$ cat src/sv/crce_pkg.sv
// Shared types and constants for the configurable CRC engine.
// No dependencies; imported by every module of the block.
package crce_pkg;

  localparam int CRC_WIDTH = 32;
  localparam int CFG_AW    = 5;
  localparam int CFG_DW    = 32;
  localparam int OUT_W     = 32;
  localparam int BYTE_W    = 8;

  localparam logic [31:0] POLY_RESET = 32'h0000_1021;

  typedef enum logic [2:0] {
    REG_POLYNOMIAL    = 3'd0,
    REG_INIT_VALUE    = 3'd1,
    REG_FINAL_XOR     = 3'd2,
    REG_REFLECT_DATA  = 3'd3,
    REG_INVERT_OUT    = 3'd4
  } crce_reg_t;

  typedef struct packed {
    logic [CFG_DW-1:0] polynomial;
    logic [CFG_DW-1:0] init_value;
    logic [CFG_DW-1:0] final_xor;
    logic              reflect_data;
    logic              invert_out;
  } crce_cfg_t;

endpackage

$ cat src/sv/crce_regs.sv
// APB-style configuration register file of the CRC engine.
// Depends on crce_pkg.
module crce_regs (
  input  logic                      clk,
  input  logic                      rst_n,
  input  logic                      cfg_psel,
  input  logic                      cfg_penable,
  input  logic                      cfg_pwrite,
  input  logic [crce_pkg::CFG_AW-1:0] cfg_paddr,
  input  logic [crce_pkg::CFG_DW-1:0] cfg_pwdata,
  output logic [crce_pkg::CFG_DW-1:0] cfg_prdata,
  output logic                      cfg_pready,
  output crce_pkg::crce_cfg_t       cfg
);
  import crce_pkg::*;

  crce_cfg_t cfg_r;
  crce_cfg_t cfg_nxt;
  logic      wr_en;
  crce_reg_t reg_idx;

  assign cfg_pready = 1'b1;
  assign wr_en      = cfg_psel && cfg_penable && cfg_pwrite;
  assign reg_idx    = crce_reg_t'(cfg_paddr[CFG_AW-1:2]);
  assign cfg        = cfg_r;

  always_comb begin
    cfg_nxt = cfg_r;
    if (wr_en) begin
      unique case (reg_idx)
        REG_POLYNOMIAL:    cfg_nxt.polynomial    = cfg_pwdata;
        REG_INIT_VALUE:    cfg_nxt.init_value    = cfg_pwdata;
        REG_FINAL_XOR:     cfg_nxt.final_xor     = cfg_pwdata;
        REG_REFLECT_DATA:  cfg_nxt.reflect_data  = cfg_pwdata[0];
        REG_INVERT_OUT:    cfg_nxt.invert_out    = cfg_pwdata[0];
        default:           cfg_nxt = cfg_r;
      endcase
    end
  end

  always_comb begin
    unique case (reg_idx)
      REG_POLYNOMIAL:    cfg_prdata = cfg_r.polynomial;
      REG_INIT_VALUE:    cfg_prdata = cfg_r.init_value;
      REG_FINAL_XOR:     cfg_prdata = cfg_r.final_xor;
      REG_REFLECT_DATA:  cfg_prdata = CFG_DW'(cfg_r.reflect_data);
      REG_INVERT_OUT:    cfg_prdata = CFG_DW'(cfg_r.invert_out);
      default:           cfg_prdata = '0;
    endcase
  end

  always_ff @(posedge clk) begin
    if (!rst_n) begin
      cfg_r.polynomial    <= POLY_RESET;
      cfg_r.init_value    <= '0;
      cfg_r.final_xor     <= '0;
      cfg_r.reflect_data  <= 1'b0;
      cfg_r.invert_out    <= 1'b0;
    end else begin
      cfg_r <= cfg_nxt;
    end
  end

endmodule

$ cat src/sv/crce_step.sv
// One-byte CRC update: table entry by eight shift-xor steps, both bit orders.
// Depends on crce_pkg.
module crce_step (
  input  logic [crce_pkg::CRC_WIDTH-1:0] crc_in,
  input  logic [crce_pkg::BYTE_W-1:0]    data_byte,
  input  logic [crce_pkg::CRC_WIDTH-1:0] poly,
  input  logic                           reflect,
  output logic [crce_pkg::CRC_WIDTH-1:0] crc_out
);
  import crce_pkg::*;

  logic [BYTE_W-1:0]    idx;
  logic [BYTE_W-1:0]    idx_m;
  logic [CRC_WIDTH-1:0] t;
  logic [CRC_WIDTH-1:0] t_m;
  logic [CRC_WIDTH-1:0] entry;

  always_comb begin
    idx = reflect ? (crc_in[BYTE_W-1:0] ^ data_byte)
                  : (crc_in[CRC_WIDTH-1 -: BYTE_W] ^ data_byte);
    for (int i = 0; i < BYTE_W; i++) begin
      idx_m[i] = idx[BYTE_W-1-i];
    end
    t = CRC_WIDTH'(reflect ? idx_m : idx) << (CRC_WIDTH - BYTE_W);
    for (int s = 0; s < BYTE_W; s++) begin
      t = t[CRC_WIDTH-1] ? ((t << 1) ^ poly) : (t << 1);
    end
    for (int i = 0; i < CRC_WIDTH; i++) begin
      t_m[i] = t[CRC_WIDTH-1-i];
    end
    entry   = reflect ? t_m : t;
    crc_out = reflect ? ((crc_in >> BYTE_W) ^ entry) : ((crc_in << BYTE_W) ^ entry);
  end

endmodule

$ cat src/sv/configurable_crc_engine.sv
// Byte-wise CRC engine: one byte accepted per cycle unless the input stalls; the result is
// registered in the output register after the last byte. Input stalls only while a
// finished result waits in the output register and a new last byte is pending.
// Synchronous active-low reset clears the pipeline, the crc register and the registers.
// Depends on crce_pkg, crce_regs, crce_step.
module configurable_crc_engine (
  input  logic                           clk,
  input  logic                           rst_n,
  input  logic                           in_tvalid,
  output logic                           in_tready,
  input  logic [7:0]                     in_tdata,   // [7:0] data_byte
  input  logic                           in_tuser,   // [0] first_byte
  input  logic                           in_tlast,   // last_byte
  output logic                           out_tvalid,
  input  logic                           out_tready,
  output logic [crce_pkg::OUT_W-1:0]     out_tdata,  // [31:0] crc_value
  input  logic                           cfg_psel,
  input  logic                           cfg_penable,
  input  logic                           cfg_pwrite,
  input  logic [crce_pkg::CFG_AW-1:0]    cfg_paddr,
  input  logic [crce_pkg::CFG_DW-1:0]    cfg_pwdata,
  output logic [crce_pkg::CFG_DW-1:0]    cfg_prdata,
  output logic                           cfg_pready
);
  import crce_pkg::*;

  crce_cfg_t            cfg;
  logic                 in_valid_r;
  logic [BYTE_W-1:0]    in_data_r;
  logic                 in_first_r;
  logic                 in_last_r;
  logic [CRC_WIDTH-1:0] crc_r;
  logic [CRC_WIDTH-1:0] crc_nxt;
  logic [CRC_WIDTH-1:0] crc_start;
  logic [CRC_WIDTH-1:0] crc_fin;
  logic                 out_valid_r;
  logic [OUT_W-1:0]     out_data_r;
  logic                 in_accept;
  logic                 adv;

  crce_regs u_regs (
    .clk         (clk),
    .rst_n       (rst_n),
    .cfg_psel    (cfg_psel),
    .cfg_penable (cfg_penable),
    .cfg_pwrite  (cfg_pwrite),
    .cfg_paddr   (cfg_paddr),
    .cfg_pwdata  (cfg_pwdata),
    .cfg_prdata  (cfg_prdata),
    .cfg_pready  (cfg_pready),
    .cfg         (cfg)
  );

  assign adv       = in_valid_r && (!in_last_r || !out_valid_r || out_tready);
  assign in_tready = !in_valid_r || adv;
  assign in_accept = in_tvalid && in_tready;
  assign crc_start = in_first_r ? cfg.init_value[CRC_WIDTH-1:0] : crc_r;

  crce_step u_step (
    .crc_in    (crc_start),
    .data_byte (in_data_r),
    .poly      (cfg.polynomial[CRC_WIDTH-1:0]),
    .reflect   (cfg.reflect_data),
    .crc_out   (crc_nxt)
  );

  assign crc_fin = (cfg.invert_out ? ~crc_nxt : crc_nxt) ^ cfg.final_xor[CRC_WIDTH-1:0];

  assign out_tvalid = out_valid_r;
  assign out_tdata  = out_data_r;

  always_ff @(posedge clk) begin
    if (!rst_n) begin
      in_valid_r  <= 1'b0;
      out_valid_r <= 1'b0;
      crc_r       <= '0;
    end else begin
      if (in_accept) begin
        in_valid_r <= 1'b1;
      end else if (adv) begin
        in_valid_r <= 1'b0;
      end
      if (adv) begin
        crc_r <= crc_nxt;
      end
      if (adv && in_last_r) begin
        out_valid_r <= 1'b1;
      end else if (out_tready) begin
        out_valid_r <= 1'b0;
      end
    end
  end

  always_ff @(posedge clk) begin
    if (in_accept) begin
      in_data_r  <= in_tdata;
      in_first_r <= in_tuser;
      in_last_r  <= in_tlast;
    end
    if (adv && in_last_r) begin
      out_data_r <= OUT_W'(crc_fin);
    end
  end

endmodule

$ cat config.mk
export PLATFORM = sky130hd
export DESIGN_NAME = configurable_crc_engine
export DESIGN_NICKNAME = d
export VERILOG_FILES = /design/src/sv/crce_pkg.sv /design/src/sv/crce_regs.sv /design/src/sv/crce_step.sv /design/src/sv/configurable_crc_engine.sv
export SDC_FILE = /design/constraint.sdc
export NUM_CORES = 1
export LEC_CHECK = 0
export ABC_AREA = 1
export BUFFER_PORTS_ARGS = -buffer_cell sky130_fd_sc_hd__buf_2
export CAP_MARGIN = 20
export CORE_MARGIN = 4
export CORE_UTILIZATION = 55
export DETAILED_ROUTE_END_ITERATION = 7
export GPL_TIMING_DRIVEN = 0
export PLACE_DENSITY = 0.74
export SLEW_MARGIN = 0
export SYNTH_ARGS = -nofsm -noshare
export SYNTH_HDL_FRONTEND = slang
export SYNTH_SLANG_ARGS = --single-unit
$ cat constraint.sdc
create_clock -name clk -period 9.39 [get_ports clk]
set_input_delay 2.3475 -clock clk [delete_from_list [all_inputs] [get_ports clk]]
set_output_delay 2.3475 -clock clk [all_outputs]
set_load 0.1 [all_outputs]
; Word level (Yosys, flattened, before mapping)
; Cells that the tools add are included.
[totals]
mem_count = 0
latchBits = 0
mem_bits_ro = 0
regBits = 174
output_inout_bits = 67
ramBits = 0
inputBits = 54
wordCells = 68
[classes]
reduce_logical = 19
div = 0
bitwise_logic = 14
add_sub_neg = 0
eq_ne = 4
order_cmp = 0
n_mul = 0
muxes = 19
shift = 0
[ops]
columns = op, n
row1 = $mux 32, 12
row2 = $xor 32x32->32, 10
row3 = $pmux 32 s5, 1
row4 = $not 32->32, 1
row5 = $xor 24x32->32, 1
row6 = $mux 8, 2
row7 = $xor 8x8->8, 2
row8 = $reduce_and 2->1, 5
row9 = $eq 3x2->1 const B, 2
row10 = $logic_and 1x1->1, 5
row11 = $mux 1, 4
row12 = $reduce_bool 2->1, 2
row13 = $eq 3x1->1 const B, 1
row14 = $eq 3x3->1 const B, 1
row15 = $logic_not 1->1, 3
row16 = $logic_not 3->1, 1
row17 = $logic_or 1x1->1, 3

; Longest topological paths before layout
[depth]
word_depth = 26
mapped_depth = 39

; Cells and area by module
; Synthesis repeated with hierarchy kept, for this count alone.
[unflattened]
hier_cells = 2384
area_unflattened_um2 = 14617.8
[by_module_without_submodules]
columns = module, cells_per_inst, area_per_inst_um2, seq_area_each_um2, instances
row1 = crce_step, 1187, 5789.3, 0.0, 1
row2 = crce_regs, 727, 4628.2, 1961.9, 1
row3 = configurable_crc_engine, 470, 4200.3, 1941.9, 1

; Least setup slack after synthesis
; No wires, ideal clock.
[synth_path]
path_kind = input to output
startpoint = input port cfg_paddr[4] (netlist name)
endpoint = output port cfg_prdata[10] (netlist name)
arrival_time_ns = 5.141
path_buffers = 2
required_time_ns = 7.043
stages = 5
slack_ns = 1.902
cell_sequence = clkbuf_1 > nor3_1 > clkinv_1 > clkbuf_1 > o221ai_1
[synth_via]
elab_chain_len = 2
[synth_lines]
columns = item, line
row1 = from (decl), configurable_crc_engine.sv:20  ; input logic [crce_pkg::CFG_AW-1:0] cfg_paddr,
row2 = "$eq 3x3->1, or another cell as far along", crce_regs.sv:42  ; unique case (reg_idx)
row3 = $pmux 32 s5 *, crce_regs.sv:42
row4 = to (decl), configurable_crc_engine.sv:22  ; output logic [crce_pkg::CFG_DW-1:0] cfg_prdata,
; Mark *: on every way between the ends. The rest lies on a longest branch, timed or not.

; Worst setup path in the final report
[layout_path]
startpoint = input port cfg_paddr[4] (netlist name)
endpoint = output port cfg_prdata[11] (netlist name)
; The elaborated chain is that of the path after synthesis.

==> summary.md <==
| Metric | Value |
|---|---|
| Starting DRC count in detailed routing | approximately 2300 |
| Vias in the first global route | between 10000 and 15000 |
| Longest Clk Path Bufs | 2 |
| Initial antenna violation count | 1 |
| Number of enable flip-flop cells after synthesis | between 40 and 50 |
| R2R cell count | 30 |
| Die height | 164 um |
| Setup_tns | 0 ns |
| Fin util | between 60% and 70% |
| Sink Count | between 150 and 200 |
| Status | finished clean |
| Hold EP | u_regs.cfg[57] |
| Syn avg cell area | roughly 6.3 um^2 |
| Drt drc | 0 |
| Clk Latency, worst-skew pair | 0.46 ns |
| Htree depth | 4 |
| Clk_skew | 0.0191 ns |
| RSZ-0062 raised after global routing | no |
| Asr flop ratio synth | 0% |
| Pre-antenna DRT Iters | 7 |
| Placement Cell Area | around 14000 um^2 |
| Worst hold path startpoint | u_regs.cfg[57] |
| Post-route worst setup slack | 1.99 ns |
| Seq/Total Area, Yosys | between 20 and 30% |
| Final instance area | 15000 um^2 |
| Endpoint class of the critical path | output port |
| Non-filler instance count after layout | ~2600 |
| Num rows | 56 |
| Slew Viols, Final | 0 |
| Tcrit/Tclk final | 78.8% |
| Drt wl/cell | approximately 22 um |
| Crit path DAT | approximately 5.1 ns |
| Maximum vdd drop | roughly 0.00011 V |
| Worst hold stages | 2 |
| Post-cts sizing count | 0 |
| Port buffer count | approximately 120 |
| Setup slack, reg-to-reg | ~4.4 ns |
| WHS | a little over 0.5 ns |
| PwrDens | 147 nW/um^2 |
| Die area | approximately 27000 um^2 |
| RR Endpoint | out_tdata[7] |
| GRT Util Overall | between 40% and 50% |
| Die Wd | between 150 and 200 um |
| Area growth syn-to-layout | 11.9% |
| Share of cells above drive strength 1 | around a tenth |
| Leak | about 6.8 nW |
| Core area | between 20000 and 25000 um^2 |
| Reg-to-Reg Start | u_regs.cfg[1] |
| Final wirelength | approximately 56000 um |
| #FFs+latches synth | between 150 and 200 |
| Worst-path clk slew | 0.08 ns |
| ANT nets after route | 0 |
| Final hold vios | 0 |
| Final setup fails | 0 |
| Largest net degree at the start of global routing | 33 |
| DR vias | between 15000 and 20000 |
| IO Pins | 121 |
| Synth warn | 0 |
| Yosys cell types | 39 |
| Synth Instances | around 2100 |
| Avg Vias per Cell | roughly 6 |
| Grt ovf | 0 |
| First-pass GRT wire length | approximately 80000 um |
| Primary FF master, synth | dfxtp_1 |
| Power Total | around 2.2 mW |
| GP Congestion | 1.05 |
| Slew HR | a little under a quarter |
| Final HPWL DP | ~44000 um |
| Req. time, crit path | a little over 7 ns |
| Fmax | roughly 140 MHz |
| Synthesized area | between 10000 and 15000 um^2 |
| Setup bufs post-CTS | 0 |
| Total CTS buffers | 17 |
| Net count after synthesis | roughly 2200 |
| Dominant cells by area after synthesis | dfxtp_1, nand2_1, nand3_1 |
| N_diodes | 0 |
| DP Worst Slack | around 2.1 ns |
| Worst-Margin Slew | ~1.2 ns |
| CTS Root Cell | clkbuf_16 |
| Fin crit period | 7.40 ns |
| CTS Hold Bufs | 0 |
| CTS tree | yes |
| Starting density of the core | a little under three fifths |
| Final net count | ~2300 |
| Share of the synthesized area in the top cell type | around 20% |
| Inst Count DP | around 2600 |
| Post-synth top area cell | dfxtp_1 |
| Max-Cap Viols | 0 |
| Fillers | about 2300 |
| Kind of critical path | in2out |
| CP Launch Type | primary input |
| Worst Hold Class | reg2reg |
| CP max FO | 10 |
## cells by family after synthesis
logic type | synth area share, %
AOI/OAI and AO/OA | 12.0
buffers and inverters | 10.2
DFF | 29.1
other | 0.0280
xor gates and xnor gates | 10.1
and+or+nand+nor | 38.5
## worst max-delay path, stage by stage
cell      delay, ns
clkbuf_1       0.15
nor3_1         0.87
clkinv_1       0.60
clkbuf_1       0.35
o221ai_1       0.25
buf_2          0.47
## cell usage in the layout, fill, tap and decap left out, types with 80 or more instances in the layout
master,count
nor2_1,204
buf_2,138
o21ai_0,178
clkbuf_1,80
xnor2_1,91
a21oi_1,81
nand3_1,301
dfxtp_1,132
inv_1,190
nand2_1,596
## synthesized netlist by cell type, types with 4 or more instances
| cell | number |
|---|---|
| clkbuf_1 | 80 |
| nand2b_1 | 9 |
| nand3_1 | 301 |
| o21ai_0 | 178 |
| inv_1 | 191 |
| buf_1 | 14 |
| nand3b_1 | 18 |
| o221ai_1 | 16 |
| edfxtp_1 | 42 |
| xor2_1 | 61 |
| nand3_2 | 17 |
| nand2_1 | 596 |
| nor2_1 | 204 |
| nand2_2 | 18 |
| nand4_1 | 5 |
| o211ai_1 | 15 |
| dfxtp_1 | 132 |
| xnor2_1 | 91 |
| buf_2 | 23 |
| nand2_4 | 4 |
| a21oi_1 | 81 |
| buf_4 | 6 |
| o21bai_1 | 4 |
| buf_6 | 11 |
## registers in the layout, indices dropped and copies added, names as in the netlist
signal and cells:
crc_r 32, in_data_r 8, in_first_r 1, in_last_r 1
in_valid_r 1, out_tdata 32, out_tvalid 1, u_regs.cfg 98
## layer usage
layer | part of all wire (%) | wire length, um | GRT usage (%) | vias up
li1 | - | - | - | 7156
met1 | 39 | 22100 | 55.3 | 7040
met5 | 0 | 0 | 0 | -
met4 | 5.9 | 3330 | 20.2 | 0
met2 | 40 | 22600 | 59.7 | 1140
met3 | 14 | 8040 | 12.2 | 219
## layout make-up
cell class                      count  area, um^2  area share [%]
Clock buffer                       17         425            2.84
Multi-Input combinational cell   1635        8120            54.2
Sequential cell                   174        3900            26.1
Timing Repair Buffer              115         576            3.84
Inverter                          195         732            4.89
Tap cell                          319         399            2.66
Buffer                            134         637            4.25
Clock inverter                     15         190            1.27
## worst max path at each step
stage                      start             end  slack, ns  depth (start not counted)
floorplan           cfg_paddr[4]  cfg_prdata[10]       1.90                          5
global placement    cfg_paddr[4]  cfg_prdata[18]       2.14                          6
detailed placement  cfg_paddr[4]  cfg_prdata[11]       2.11                          6
CTS                 cfg_paddr[4]  cfg_prdata[11]       2.11                          6
global route        cfg_paddr[4]   cfg_prdata[9]       1.91                          6
finish              cfg_paddr[4]  cfg_prdata[11]       1.99                          6
## where the power goes
| group | internal (mW) | switching (mW) |
|---|---|---|
| clock network | 0.386 | 0.386 |
| registers | 0.800 | 0.0147 |
| logic | 0.171 | 0.450 |
| total | 1.36 | 0.850 |
Power figures use the tool's default switching activity.
